### config.mk
export PLATFORM = sky130hd
export DESIGN_NAME = line_follow_pd_controller
export DESIGN_NICKNAME = d
export VERILOG_FILES = /design/src/rtl/core/lfpd_pkg.sv /design/src/rtl/core/lfpd_ctrl.sv /design/src/rtl/core/lfpd_dp.sv /design/src/rtl/core/line_follow_pd_controller.sv
export SDC_FILE = /design/constraint.sdc
export NUM_CORES = 2
export LEC_CHECK = 0
export CAP_MARGIN = 15
export CORE_ASPECT_RATIO = 0.7
export CORE_MARGIN = 2
export CORE_UTILIZATION = 60
export DETAILED_ROUTE_END_ITERATION = 16
export DONT_BUFFER_PORTS = 1
export PLACE_DENSITY = 0.75
export SYNTH_ARGS = -nofsm -noshare
export SYNTH_HDL_FRONTEND = slang
export SYNTH_HIERARCHICAL = 1
export SYNTH_SLANG_ARGS = --single-unit
### constraint.sdc
create_clock -name clk -period 10.8 [get_ports clk]
set_input_delay 0 -clock clk [delete_from_list [all_inputs] [get_ports clk]]
set_output_delay 0 -clock clk [all_outputs]
set_load 0.02 [all_outputs]
### src/rtl/core/lfpd_pkg.sv
// Shared types and constants of the line-follow PD controller.
// Used by the controller, the datapath and the top level; no dependencies.

package lfpd_pkg;

    // Register widths
    localparam int LINE_W  = 10;
    localparam int TIME_W  = 32;
    localparam int GAIN_W  = 16;
    localparam int MAXC_W  = 7;
    localparam int CFG_W   = 32;
    localparam int CIDX_W  = 3;
    localparam int CORR_W  = 8;
    // Widest sample the bounds are widened to before trimming
    localparam int EXT_W   = 16;

    // Register indexes
    localparam logic [CIDX_W-1:0] CFG_LINE_LOW  = 3'd0;
    localparam logic [CIDX_W-1:0] CFG_LINE_HIGH = 3'd1;
    localparam logic [CIDX_W-1:0] CFG_STALE     = 3'd2;
    localparam logic [CIDX_W-1:0] CFG_P_GAIN    = 3'd3;
    localparam logic [CIDX_W-1:0] CFG_D_GAIN    = 3'd4;
    localparam logic [CIDX_W-1:0] CFG_MAX_CORR  = 3'd5;

    // Register file contents
    typedef struct packed {
        logic [LINE_W-1:0] line_low;
        logic [LINE_W-1:0] line_high;
        logic [TIME_W-1:0] stale_time_us;
        logic [GAIN_W-1:0] p_gain_q16;
        logic [GAIN_W-1:0] d_gain;
        logic [MAXC_W-1:0] max_correction;
    } cfg_t;

    // Commands from the controller to the datapath
    typedef struct packed {
        logic capture;
        logic prep;
        logic mul;
        logic div_load;
        logic div_step;
        logic fix;
        logic finish;
    } cmd_t;

    // Status from the datapath to the controller
    typedef struct packed {
        logic out_blocked;
    } status_t;

endpackage

### src/rtl/core/lfpd_ctrl.sv
// Sequencer of the line-follow PD controller: walks one transaction through
// prepare, multiply, divide and finish. Depends on lfpd_pkg.

module lfpd_ctrl
    import lfpd_pkg::*;
#(
    parameter int DIV_STEPS = 42
)
(
    input  logic    clk,
    input  logic    rst_n,
    input  logic    in_valid,
    output logic    in_stall,
    input  status_t status,
    output cmd_t    cmd
);

    localparam int CNT_W = $clog2(DIV_STEPS);

    localparam logic [2:0] S_IDLE = 3'd0;
    localparam logic [2:0] S_PREP = 3'd1;
    localparam logic [2:0] S_MUL  = 3'd2;
    localparam logic [2:0] S_LOAD = 3'd3;
    localparam logic [2:0] S_DIV  = 3'd4;
    localparam logic [2:0] S_FIX  = 3'd5;
    localparam logic [2:0] S_DONE = 3'd6;

    logic [2:0]       state_reg, state_next;
    logic [CNT_W-1:0] cnt_reg, cnt_next;
    logic             accept;

    assign in_stall = (state_reg != S_IDLE);
    assign accept   = in_valid && !in_stall;

    // Next state and commands
    always_comb
    begin
        state_next = state_reg;
        cnt_next   = cnt_reg;
        cmd        = '0;
        unique case (state_reg)
            S_IDLE:
            begin
                if (accept)
                begin
                    cmd.capture = 1'b1;
                    state_next  = S_PREP;
                end
            end
            S_PREP:
            begin
                cmd.prep   = 1'b1;
                state_next = S_MUL;
            end
            S_MUL:
            begin
                cmd.mul    = 1'b1;
                state_next = S_LOAD;
            end
            S_LOAD:
            begin
                cmd.div_load = 1'b1;
                cnt_next     = CNT_W'(DIV_STEPS - 1);
                state_next   = S_DIV;
            end
            S_DIV:
            begin
                cmd.div_step = 1'b1;
                cnt_next     = cnt_reg - 1'b1;
                if (cnt_reg == '0)
                begin
                    state_next = S_FIX;
                end
            end
            S_FIX:
            begin
                cmd.fix    = 1'b1;
                state_next = S_DONE;
            end
            S_DONE:
            begin
                // hold while the previous result is still waiting
                if (!status.out_blocked)
                begin
                    cmd.finish = 1'b1;
                    state_next = S_IDLE;
                end
            end
            default:
            begin
                state_next = S_IDLE;
            end
        endcase
    end

    always_ff @(posedge clk or negedge rst_n)
    begin
        if (!rst_n)
        begin
            state_reg <= S_IDLE;
            cnt_reg   <= '0;
        end
        else
        begin
            state_reg <= state_next;
            cnt_reg   <= cnt_next;
        end
    end

endmodule

### src/rtl/core/lfpd_dp.sv
// Datapath of the line-follow PD controller: staleness check, clamp, P and D
// products, restoring divider for the D term, sum, saturation and output register.
// Depends on lfpd_pkg.

module lfpd_dp
    import lfpd_pkg::*;
#(
    parameter int SAMPLE_BITS = 10,
    parameter int FRAC_BITS   = 16
)
(
    input  logic                     clk,
    input  logic                     rst_n,
    input  cfg_t                     cfg,
    input  cmd_t                     cmd,
    output status_t                  status,
    input  logic [SAMPLE_BITS-1:0]   sensor_reading,
    input  logic [TIME_W-1:0]        timestamp_us,
    output logic                     out_valid,
    input  logic                     out_stall,
    output logic signed [CORR_W-1:0] correction_left,
    output logic signed [CORR_W-1:0] correction_right
);

    localparam int S    = SAMPLE_BITS;
    localparam int F    = FRAC_BITS;
    localparam int DW   = S + 1;              // signed sample difference
    localparam int PPW  = GAIN_W + 1 + DW;    // signed P product
    localparam int MAGW = GAIN_W + S;         // D product magnitude
    localparam int MW   = MAGW + F;           // dividend / quotient
    localparam int DTW  = MW + 2;             // signed D term
    localparam int SW   = PPW + F + 1;        // signed sum
    localparam int CW   = SW - F;             // integer part of sum

    // Input capture and stored state
    logic [S-1:0]      raw_reg;
    logic [TIME_W-1:0] ts_reg;
    logic [S-1:0]      prev_sample_reg;
    logic [TIME_W-1:0] prev_time_reg;

    // Prepare stage
    logic [TIME_W-1:0] elapsed_reg;
    logic [S-1:0]      base_reg;
    logic [S-1:0]      v_reg;
    logic [S-1:0]      mid_reg;

    // Multiply stage
    logic signed [PPW-1:0] pprod_reg;
    logic [MAGW-1:0]       dmag_reg;
    logic                  dneg_reg;

    // Divider
    logic [MW-1:0]     q_reg;
    logic [TIME_W-1:0] rem_reg;

    logic signed [DTW-1:0] dterm_reg;

    logic                     out_valid_reg;
    logic signed [CORR_W-1:0] left_reg;
    logic signed [CORR_W-1:0] right_reg;

    // Bounds trimmed to the sample width
    logic [EXT_W-1:0]  lo_ext, hi_ext;
    logic [S-1:0]      lo, hi;
    logic [TIME_W-1:0] elapsed_now;
    logic              refresh;
    logic [S-1:0]      v_lo, v_now;
    logic [S:0]        mid_sum;

    assign lo_ext  = EXT_W'(cfg.line_low);
    assign hi_ext  = EXT_W'(cfg.line_high);
    assign lo      = lo_ext[S-1:0];
    assign hi      = hi_ext[S-1:0];

    // Elapsed time and stale check; lower clamp before upper
    assign elapsed_now = ts_reg - prev_time_reg;
    assign refresh     = (prev_time_reg == '0) || (elapsed_now > cfg.stale_time_us);
    assign v_lo        = (raw_reg < lo) ? lo : raw_reg;
    assign v_now       = (v_lo > hi) ? hi : v_lo;
    assign mid_sum     = {1'b0, lo} + {1'b0, hi};

    // Differences and products
    logic signed [DW-1:0]  p_diff, d_diff, d_abs_s;
    logic [S-1:0]          d_abs;
    logic signed [PPW-1:0] pprod_now;
    logic [MAGW-1:0]       dmag_now;

    assign p_diff    = $signed({1'b0, v_reg}) - $signed({1'b0, mid_reg});
    assign d_diff    = $signed({1'b0, v_reg}) - $signed({1'b0, base_reg});
    assign d_abs_s   = d_diff[DW-1] ? -d_diff : d_diff;
    assign d_abs     = d_abs_s[S-1:0];
    assign pprod_now = $signed({1'b0, cfg.p_gain_q16}) * p_diff;
    assign dmag_now  = cfg.d_gain * d_abs;

    // One quotient bit per step
    logic [TIME_W:0]   div_shift, div_sub;
    logic              div_ge;
    logic [TIME_W-1:0] rem_step;

    assign div_shift = {rem_reg, q_reg[MW-1]};
    assign div_sub   = div_shift - {1'b0, elapsed_reg};
    assign div_ge    = div_shift >= {1'b0, elapsed_reg};
    assign rem_step  = div_ge ? div_sub[TIME_W-1:0] : div_shift[TIME_W-1:0];

    // Floor of the signed quotient
    logic [MW:0]           q_ceil;
    logic signed [DTW-1:0] dterm_now;

    assign q_ceil = {1'b0, q_reg} + (MW+1)'(rem_reg != '0);

    always_comb
    begin
        if (elapsed_reg == '0)
        begin
            dterm_now = '0;
        end
        else if (dneg_reg)
        begin
            dterm_now = -$signed({1'b0, q_ceil});
        end
        else
        begin
            dterm_now = $signed({2'b00, q_reg});
        end
    end

    // Sum, floor to integer, saturate
    logic signed [SW-1:0] p_ext, p_shl, p_scaled, d_ext, sum, c_full;
    logic signed [CW-1:0] c, lim, c_sat, c_neg;

    assign p_ext    = pprod_reg;
    assign p_shl    = p_ext <<< F;
    assign p_scaled = p_shl >>> GAIN_W;
    assign d_ext    = dterm_reg;
    assign sum      = p_scaled + d_ext;
    assign c_full   = sum >>> F;
    assign c        = c_full[CW-1:0];
    assign lim      = $signed(CW'(cfg.max_correction));

    always_comb
    begin
        c_sat = c;
        if (c > lim)
        begin
            c_sat = lim;
        end
        if (c < -lim)
        begin
            c_sat = -lim;
        end
    end

    assign c_neg = -c_sat;

    // Payload registers
    always_ff @(posedge clk)
    begin
        if (cmd.capture)
        begin
            raw_reg <= sensor_reading;
            ts_reg  <= timestamp_us;
        end
        if (cmd.prep)
        begin
            elapsed_reg <= elapsed_now;
            base_reg    <= refresh ? raw_reg : prev_sample_reg;
            v_reg       <= v_now;
            mid_reg     <= mid_sum[S:1];
        end
        if (cmd.mul)
        begin
            pprod_reg <= pprod_now;
            dmag_reg  <= dmag_now;
            dneg_reg  <= d_diff[DW-1];
        end
        if (cmd.div_load)
        begin
            q_reg   <= {dmag_reg, {F{1'b0}}};
            rem_reg <= '0;
        end
        else if (cmd.div_step)
        begin
            q_reg   <= {q_reg[MW-2:0], div_ge};
            rem_reg <= rem_step;
        end
        if (cmd.fix)
        begin
            dterm_reg <= dterm_now;
        end
        if (cmd.finish)
        begin
            left_reg  <= c_sat[CORR_W-1:0];
            right_reg <= c_neg[CORR_W-1:0];
        end
    end

    // Stored sample/time and output valid
    always_ff @(posedge clk or negedge rst_n)
    begin
        if (!rst_n)
        begin
            prev_sample_reg <= '0;
            prev_time_reg   <= '0;
            out_valid_reg   <= 1'b0;
        end
        else
        begin
            if (cmd.finish)
            begin
                prev_sample_reg <= v_reg;
                prev_time_reg   <= ts_reg;
                out_valid_reg   <= 1'b1;
            end
            else if (out_valid_reg && !out_stall)
            begin
                out_valid_reg <= 1'b0;
            end
        end
    end

    assign status.out_blocked = out_valid_reg && out_stall;
    assign out_valid          = out_valid_reg;
    assign correction_left    = left_reg;
    assign correction_right   = right_reg;

endmodule

### src/rtl/core/line_follow_pd_controller.sv
// Top level of the line-follow PD controller: register file, sequencer and
// datapath. Depends on lfpd_pkg, lfpd_ctrl and lfpd_dp.
//
//   channel  | signals                                                  | direction
//   ---------+----------------------------------------------------------+-----------
//   input    | in_valid, in_stall, sensor_reading, timestamp_us         | in
//   output   | out_valid, out_stall, correction_left, correction_right  | out
//   config   | cfg_we, cfg_index, cfg_data                              | in
//
// A transaction passes from acceptance through prepare, multiply, divider load, the divider
// steps, fix and finish before the next acceptance; its length is set by the restoring
// divider of the D term, which makes one quotient bit per cycle over 16 + SAMPLE_BITS +
// FRAC_BITS bits. A new transaction is taken while the previous result still waits; the
// block only holds at its final step if that result has not been taken yet. Reset is
// asynchronous; no clearing pass is needed.

module line_follow_pd_controller
    import lfpd_pkg::*;
#(
    parameter int SAMPLE_BITS = 10,
    parameter int FRAC_BITS   = 16
)
(
    input  logic                     clk,
    input  logic                     rst_n,
    input  logic                     in_valid,
    output logic                     in_stall,
    input  logic [SAMPLE_BITS-1:0]   sensor_reading,
    input  logic [TIME_W-1:0]        timestamp_us,
    output logic                     out_valid,
    input  logic                     out_stall,
    output logic signed [CORR_W-1:0] correction_left,
    output logic signed [CORR_W-1:0] correction_right,
    input  logic                     cfg_we,
    input  logic [CIDX_W-1:0]        cfg_index,
    input  logic [CFG_W-1:0]         cfg_data
);

    localparam int DIV_STEPS = GAIN_W + SAMPLE_BITS + FRAC_BITS;

    cfg_t    cfg_reg;
    cmd_t    cmd;
    status_t status;

    // Register file; unknown indexes are ignored
    always_ff @(posedge clk or negedge rst_n)
    begin
        if (!rst_n)
        begin
            cfg_reg.line_low       <= LINE_W'(0);
            cfg_reg.line_high      <= LINE_W'(1023);
            cfg_reg.stale_time_us  <= TIME_W'(100000);
            cfg_reg.p_gain_q16     <= GAIN_W'(9830);
            cfg_reg.d_gain         <= GAIN_W'(1000);
            cfg_reg.max_correction <= MAXC_W'(25);
        end
        else if (cfg_we)
        begin
            unique case (cfg_index)
                CFG_LINE_LOW:  cfg_reg.line_low       <= cfg_data[LINE_W-1:0];
                CFG_LINE_HIGH: cfg_reg.line_high      <= cfg_data[LINE_W-1:0];
                CFG_STALE:     cfg_reg.stale_time_us  <= cfg_data[TIME_W-1:0];
                CFG_P_GAIN:    cfg_reg.p_gain_q16     <= cfg_data[GAIN_W-1:0];
                CFG_D_GAIN:    cfg_reg.d_gain         <= cfg_data[GAIN_W-1:0];
                CFG_MAX_CORR:  cfg_reg.max_correction <= cfg_data[MAXC_W-1:0];
                default:       ;
            endcase
        end
    end

    lfpd_ctrl #(
        .DIV_STEPS (DIV_STEPS)
    ) u_ctrl (
        .clk      (clk),
        .rst_n    (rst_n),
        .in_valid (in_valid),
        .in_stall (in_stall),
        .status   (status),
        .cmd      (cmd)
    );

    lfpd_dp #(
        .SAMPLE_BITS (SAMPLE_BITS),
        .FRAC_BITS   (FRAC_BITS)
    ) u_dp (
        .clk              (clk),
        .rst_n            (rst_n),
        .cfg              (cfg_reg),
        .cmd              (cmd),
        .status           (status),
        .sensor_reading   (sensor_reading),
        .timestamp_us     (timestamp_us),
        .out_valid        (out_valid),
        .out_stall        (out_stall),
        .correction_left  (correction_left),
        .correction_right (correction_right)
    );

endmodule

# Word-level counts from Yosys, hierarchy flattened
# Cells that the tools add are included.
[word_totals]
output_inout_bits = 18
memories = 0
latch_bits = 0
wordCells = 112
mem_bits_rw = 0
in_bits = 82
regBits = 436
mem_bits_ro = 0
[op_classes]
n_reduce_logical = 24
n_shift = 0
n_mux = 26
bitwise_logic = 1
order_cmp = 6
mul = 2
n_eq_ne = 14
add_sub_neg = 12
div_mod_pow = 0
[op_table]
columns = ["op", "n"]
rows = [
  ["42-bit two-way mux", 3],
  ["32-bit logical NOT", 2],
  ["32-bit subtractor", 2],
  ["28-bit by 44-bit adder with 45-bit output", 1],
  ["43-bit negation with 44-bit output", 1],
  ["42-bit by 1-bit adder with 43-bit output", 1],
  ["10-bit two-way mux", 4],
  ["33-bit by 32-bit greater-or-equal comparator with 1-bit output", 1],
  ["32-bit greater-than comparator", 1],
  ["32-bit two-way mux", 1],
  ["32-bit nonzero test", 1],
  ["29-bit by 8-bit greater-than comparator with 1-bit output", 1],
  ["29-bit less-than comparator", 1],
  ["7-bit negation with 29-bit output", 1],
  ["17-bit by 11-bit multiplier with 28-bit output", 1],
  ["16-bit by 10-bit multiplier with 26-bit output", 1],
  ["10-bit by 10-bit subtractor with 11-bit output", 2],
  ["3-bit case mux with 7 select lines", 1],
  ["8-bit two-way mux", 2],
  ["3-bit equality test, second input constant", 5],
  ["3-bit by 2-bit equality test with 1-bit output, second input constant", 4],
  ["6-bit case mux with 2 select lines", 1],
  ["2-bit AND reduction", 6],
  ["10-bit by 10-bit adder with 11-bit output", 1],
  ["other kinds (20)", 40],
]

# Longest topological paths before layout
[logic_depth]
depth_word = 5
mapped_depth = 38
depth_no_buf = 38

# Hierarchy
# Netlist, hierarchy kept.
[modules_own_cells]
columns = ["module", "area_per_inst_um2", "seq_area_each_um2", "cells_each", "instances"]
rows = [
  ["lfpd_dp", 34605.7, 9364.0, 3729, 1],
  ["line_follow_pd_controller", 3529.6, 2317.2, 197, 1],
  ["lfpd_ctrl", 504.2, 225.2, 55, 1],
]

# Least setup slack after synthesis
# OpenSTA, ideal clock, no wires.
[synth_path]
path_kind = "flip-flop to flip-flop"
startpoint = "reg u_dp.v_reg[0]"
endpoint = "reg u_dp.dmag_reg[22], data pin"
stages_incl_launch_ff = 37
arrival_ns = 8.103
period_less_slack_ns = 8.361
path_buffers = 1
setup_time_ns = 0.258
required_time_ns = 10.542
path_slack_ns = 2.439
path_cell_list = "edfxtp_1 inv_1 ha_1 fa_1 nor2b_1 o21ai_0 nand2b_1 a21o_1 a21o_1 a21o_1 a21o_1 a21o_1 a21oi_1 nand2_1 xnor2_1 clkbuf_1 nand2_1 fa_1 inv_1 fa_1 inv_1 fa_1 fa_1 inv_1 fa_1 ha_1 inv_1 o21bai_1 a21oi_1 o21ai_0 o41ai_1 o21ai_0 o211a_1 o21a_1 o21ai_0 nor2b_1 xnor2_1"
[synth_via]
elab_cells_between_ends = 4
cone_classes = "add/sub (2); mul (1); mux (1)"
[synth_rtl]
columns = ["element", "line", "rtl"]
rows = [
  ["from (decl)", "lfpd_dp.sv:44", "logic [S-1:0] v_reg;"],
  ["from (signal assigned)", "lfpd_dp.sv:167", "v_reg <= v_now;"],
  ["10-bit by 10-bit subtractor with 11-bit output", "lfpd_dp.sv:89", "assign d_diff = $signed({1'b0, v_reg}) - $signed({1'b0, base_reg});"],
  ["via u_dp.d_diff[10]", "lfpd_dp.sv:83", "logic signed [DW-1:0] p_diff, d_diff, d_abs_s;"],
  ["10-bit two-way mux", "lfpd_dp.sv:90", "assign d_abs_s = d_diff[DW-1] ? -d_diff : d_diff;"],
  ["16-bit by 10-bit multiplier with 26-bit output", "lfpd_dp.sv:93", "assign dmag_now = cfg.d_gain * d_abs;"],
  ["via u_dp.dmag_now[22]", "lfpd_dp.sv:86", "logic [MAGW-1:0] dmag_now;"],
  ["to (signal assigned)", "lfpd_dp.sv:173", "dmag_reg <= dmag_now;"],
  ["to (decl)", "lfpd_dp.sv:49", "logic [MAGW-1:0] dmag_reg;"],
]
# The timed path passes the listed nets, and every way through them passes these cells.
# A chain may end at the register's enable or synchronous reset.

# Worst setup path in the final report
[layout_path]
startpoint = "reg u_dp.v_reg[0]"
endpoint = "reg u_dp.dmag_reg[24], data pin"
# Same word-level chain as after synthesis.

==> impl_metrics.json <==
{
  "die_y_um": 216,
  "route.vias.total": 28900,
  "yosysWarnings": 6,
  "htree_levels": 2,
  "core_um2": 63400,
  "maxSlewHeadroom_pct": 23.3,
  "drv_cap": 0,
  "ys_ff_latch": 435,
  "numCtsBuffers": 47,
  "timing_hold_violations_final": 9,
  "synthTopCellsByArea": "edfxtp_1, ha_1, fa_1",
  "crit_path_start_kind": "flop",
  "dieWidth_um": 307,
  "slew_violations": 0,
  "fin_tns_setup_ns": 0,
  "clk-insertion-delay-late_ns": 0.63,
  "synth_area_um2": 38600,
  "crit_slowest_cell": "a21oi_1",
  "start_util_pct": 61.0,
  "grt_start_max_net_pins": 144,
  "end_kind": "flop",
  "avgViaCountPerCell": 5.86,
  "largest_reg_flops": 91,
  "clock-sinks": 435,
  "area.sequential_um2": 11900,
  "synth-edff-count": 244,
  "dr.pass1.iters": 5,
  "ant_nets": 0,
  "fp-row-count": 77,
  "post-route-min-period_ns": 9.27,
  "drtIter0Drc": 2477,
  "path_common_cell": "fa_1",
  "rsz0062_at_grt": "no",
  "synth_flop_cell": "edfxtp_1",
  "dp_hpwl_um": 71100,
  "drc_errors": 0,
  "yosysTopAreaCell": "edfxtp_1",
  "ys_seq_area_share_pct": 30.8,
  "cp_data_arrival_time_ns": 9.62,
  "syn_avg_cell_area_um2": 9.71,
  "status": "finished, violations left",
  "clkTransAtPathRegs_ns": 0.06,
  "gp_congestion": 0.935,
  "io_buffers": 0,
  "async_reset_ff_share_pct": 32.9,
  "hold-worst-slack_ns": -0.0491,
  "synthTopCellsByCount": "inv_1, ha_1, nand2_1",
  "drt-total-wl_um": 95400,
  "crit_path_max_incr_delay_ns": 0.64,
  "final_nets": 4797,
  "cts_setup_buffers": 0,
  "holdCritPathClass": "primary input to async pin",
  "cts_tree": "yes",
  "tightest_slew_ns": 1.15,
  "synth_cells": 3981,
  "n_fill_cell": 4949,
  "die_area_um2": 66500,
  "clock_path_buffers": 3,
  "path_class": "flop to flop",
  "grt_util_all_layers_pct": 29.0,
  "multi_input_area_um2": 24200,
  "wl_per_cell_um": 19.4,
  "grt_pass1_vias": 27800,
  "min_period_over_period_pct": 85.8,
  "clock_skew_ns": 0.0329,
  "grt_pass1_wl_um": 153000,
  "ctsResizeCount": 0,
  "yosysMostFrequentCell": "inv_1",
  "rrSetupSlack_ns": 1.53,
  "grt-ovfl-total": 0,
  "dpl-instance-area_um2": 39400,
  "critPathRequiredTime_ns": 11.14,
  "ys_types": 101,
  "synthToLayoutAreaGrowth_pct": 9.27,
  "synthesis.nets": 4718,
  "antenna_found_initial": 4,
  "synth.top_cell.area_share_pct": 19.0,
  "failed_checks": "negative hold slack",
  "cp_max_fo": 10,
  "layout-drive-gt1-share_pct": 8.10,
  "io_pins": 100,
  "final_area_um2": 42200,
  "clockRootBuffer": "clkbuf_16",
  "setup_viol": 0,
  "fmax_ghz": 0.108,
  "hold_buffers": 123
}
==> placed cells by master, fill, tap and decap left out, types with 32 or more instances in the layout <==
master	n
edfxtp_1	244
nand3_1	38
nand2_1	339
mux2_2	123
buf_4	32
nor2_1	233
nor4_1	37
a21oi_1	182
ha_1	414
and2_1	113
xor2_1	54
clkbuf_16	49
fa_1	241
nor3_1	53
dfrtp_1	111
mux2i_1	73
nand2b_1	66
dfstp_2	32
a211oi_1	50
nand4_1	39
o21a_1	36
inv_1	536
dlygate4sd3_1	123
a21o_1	75
dfxtp_1	48
xnor2_1	133
nor2b_1	102
o21ai_0	185
==> final cells by class <==
cell class,instances,area share [%]
Clock inverter,21,0.412
Inverter,538,4.78
Clock buffer,67,3.18
Multi-Input combinational cell,2882,57.4
Timing Repair Buffer,156,3.55
Tap cell,829,2.46
Antenna cell,2,0.0119
Sequential cell,435,28.2
==> layer usage <==
layer / global-route usage (%) / vias up / routed length (µm)
met5: 0 / - / 11
met2: 40.4 / 1096 / 38500
met4: 7.32 / 2 / 2180
met3: 6.89 / 120 / 9090
li1: - / 13800 / -
met1: 44.9 / 13900 / 45700
==> logic make-up (layout without fill, tap and decap cells) <==
kind of cell    Yosys count  count (layout)  share of synthesized area (%)
buf+inv                 664             782                           6.63
other cells               0               2                              0
fa+ha+maj               655             655                           25.9
flops                   435             435                           30.8
simple gates           1102            1102                           14.2
compound gates          725             725                           12.2
mux                     210             210                           5.98
xor+xnor                190             190                           4.31
==> final timing paths <==
path / from / endpoint / cells after the start
worst max-delay path: u_dp/v_reg[0] / u_dp/dmag_reg[24] / 35
worst min-delay path: rst_n / u_ctrl/cnt_reg[1] / 2
worst max register to register: u_dp/v_reg[0] / u_dp/dmag_reg[24] / 35
worst min register to register: u_ctrl/cnt_reg[4] / u_ctrl/cnt_reg[4] / 1
max in group asynchronous: rst_n / cfg_reg[23] / 2
min in group clk: timestamp_us[28] / u_dp/ts_reg[28] / 1
==> through the flow <==
step,std cells,utilization (%),worst slack [ns]
CTS,4927,66.6,1.56
finish,4930,66.6,1.53
detailed placement,4716,62.2,1.62
floorplan,3981,-,2.44
global placement,4716,62.2,1.86
global route,4929,66.6,0.729
==> worst max-delay path, delay by kind of cell (launching register included) <==
family / cells / cell delay (ns)
and+or+nand+nor: 4 / 0.37
DFF: 1 / 0.37
buffers and inverters: 6 / 0.57
adders and majority gates: 8 / 3.33
xor gates and xnor gates: 2 / 0.70
AOI/OAI and AO/OA: 15 / 3.63
Power is not shown: default switching activity piles up to over one toggle a cycle in this logic, so the estimate is an artifact.
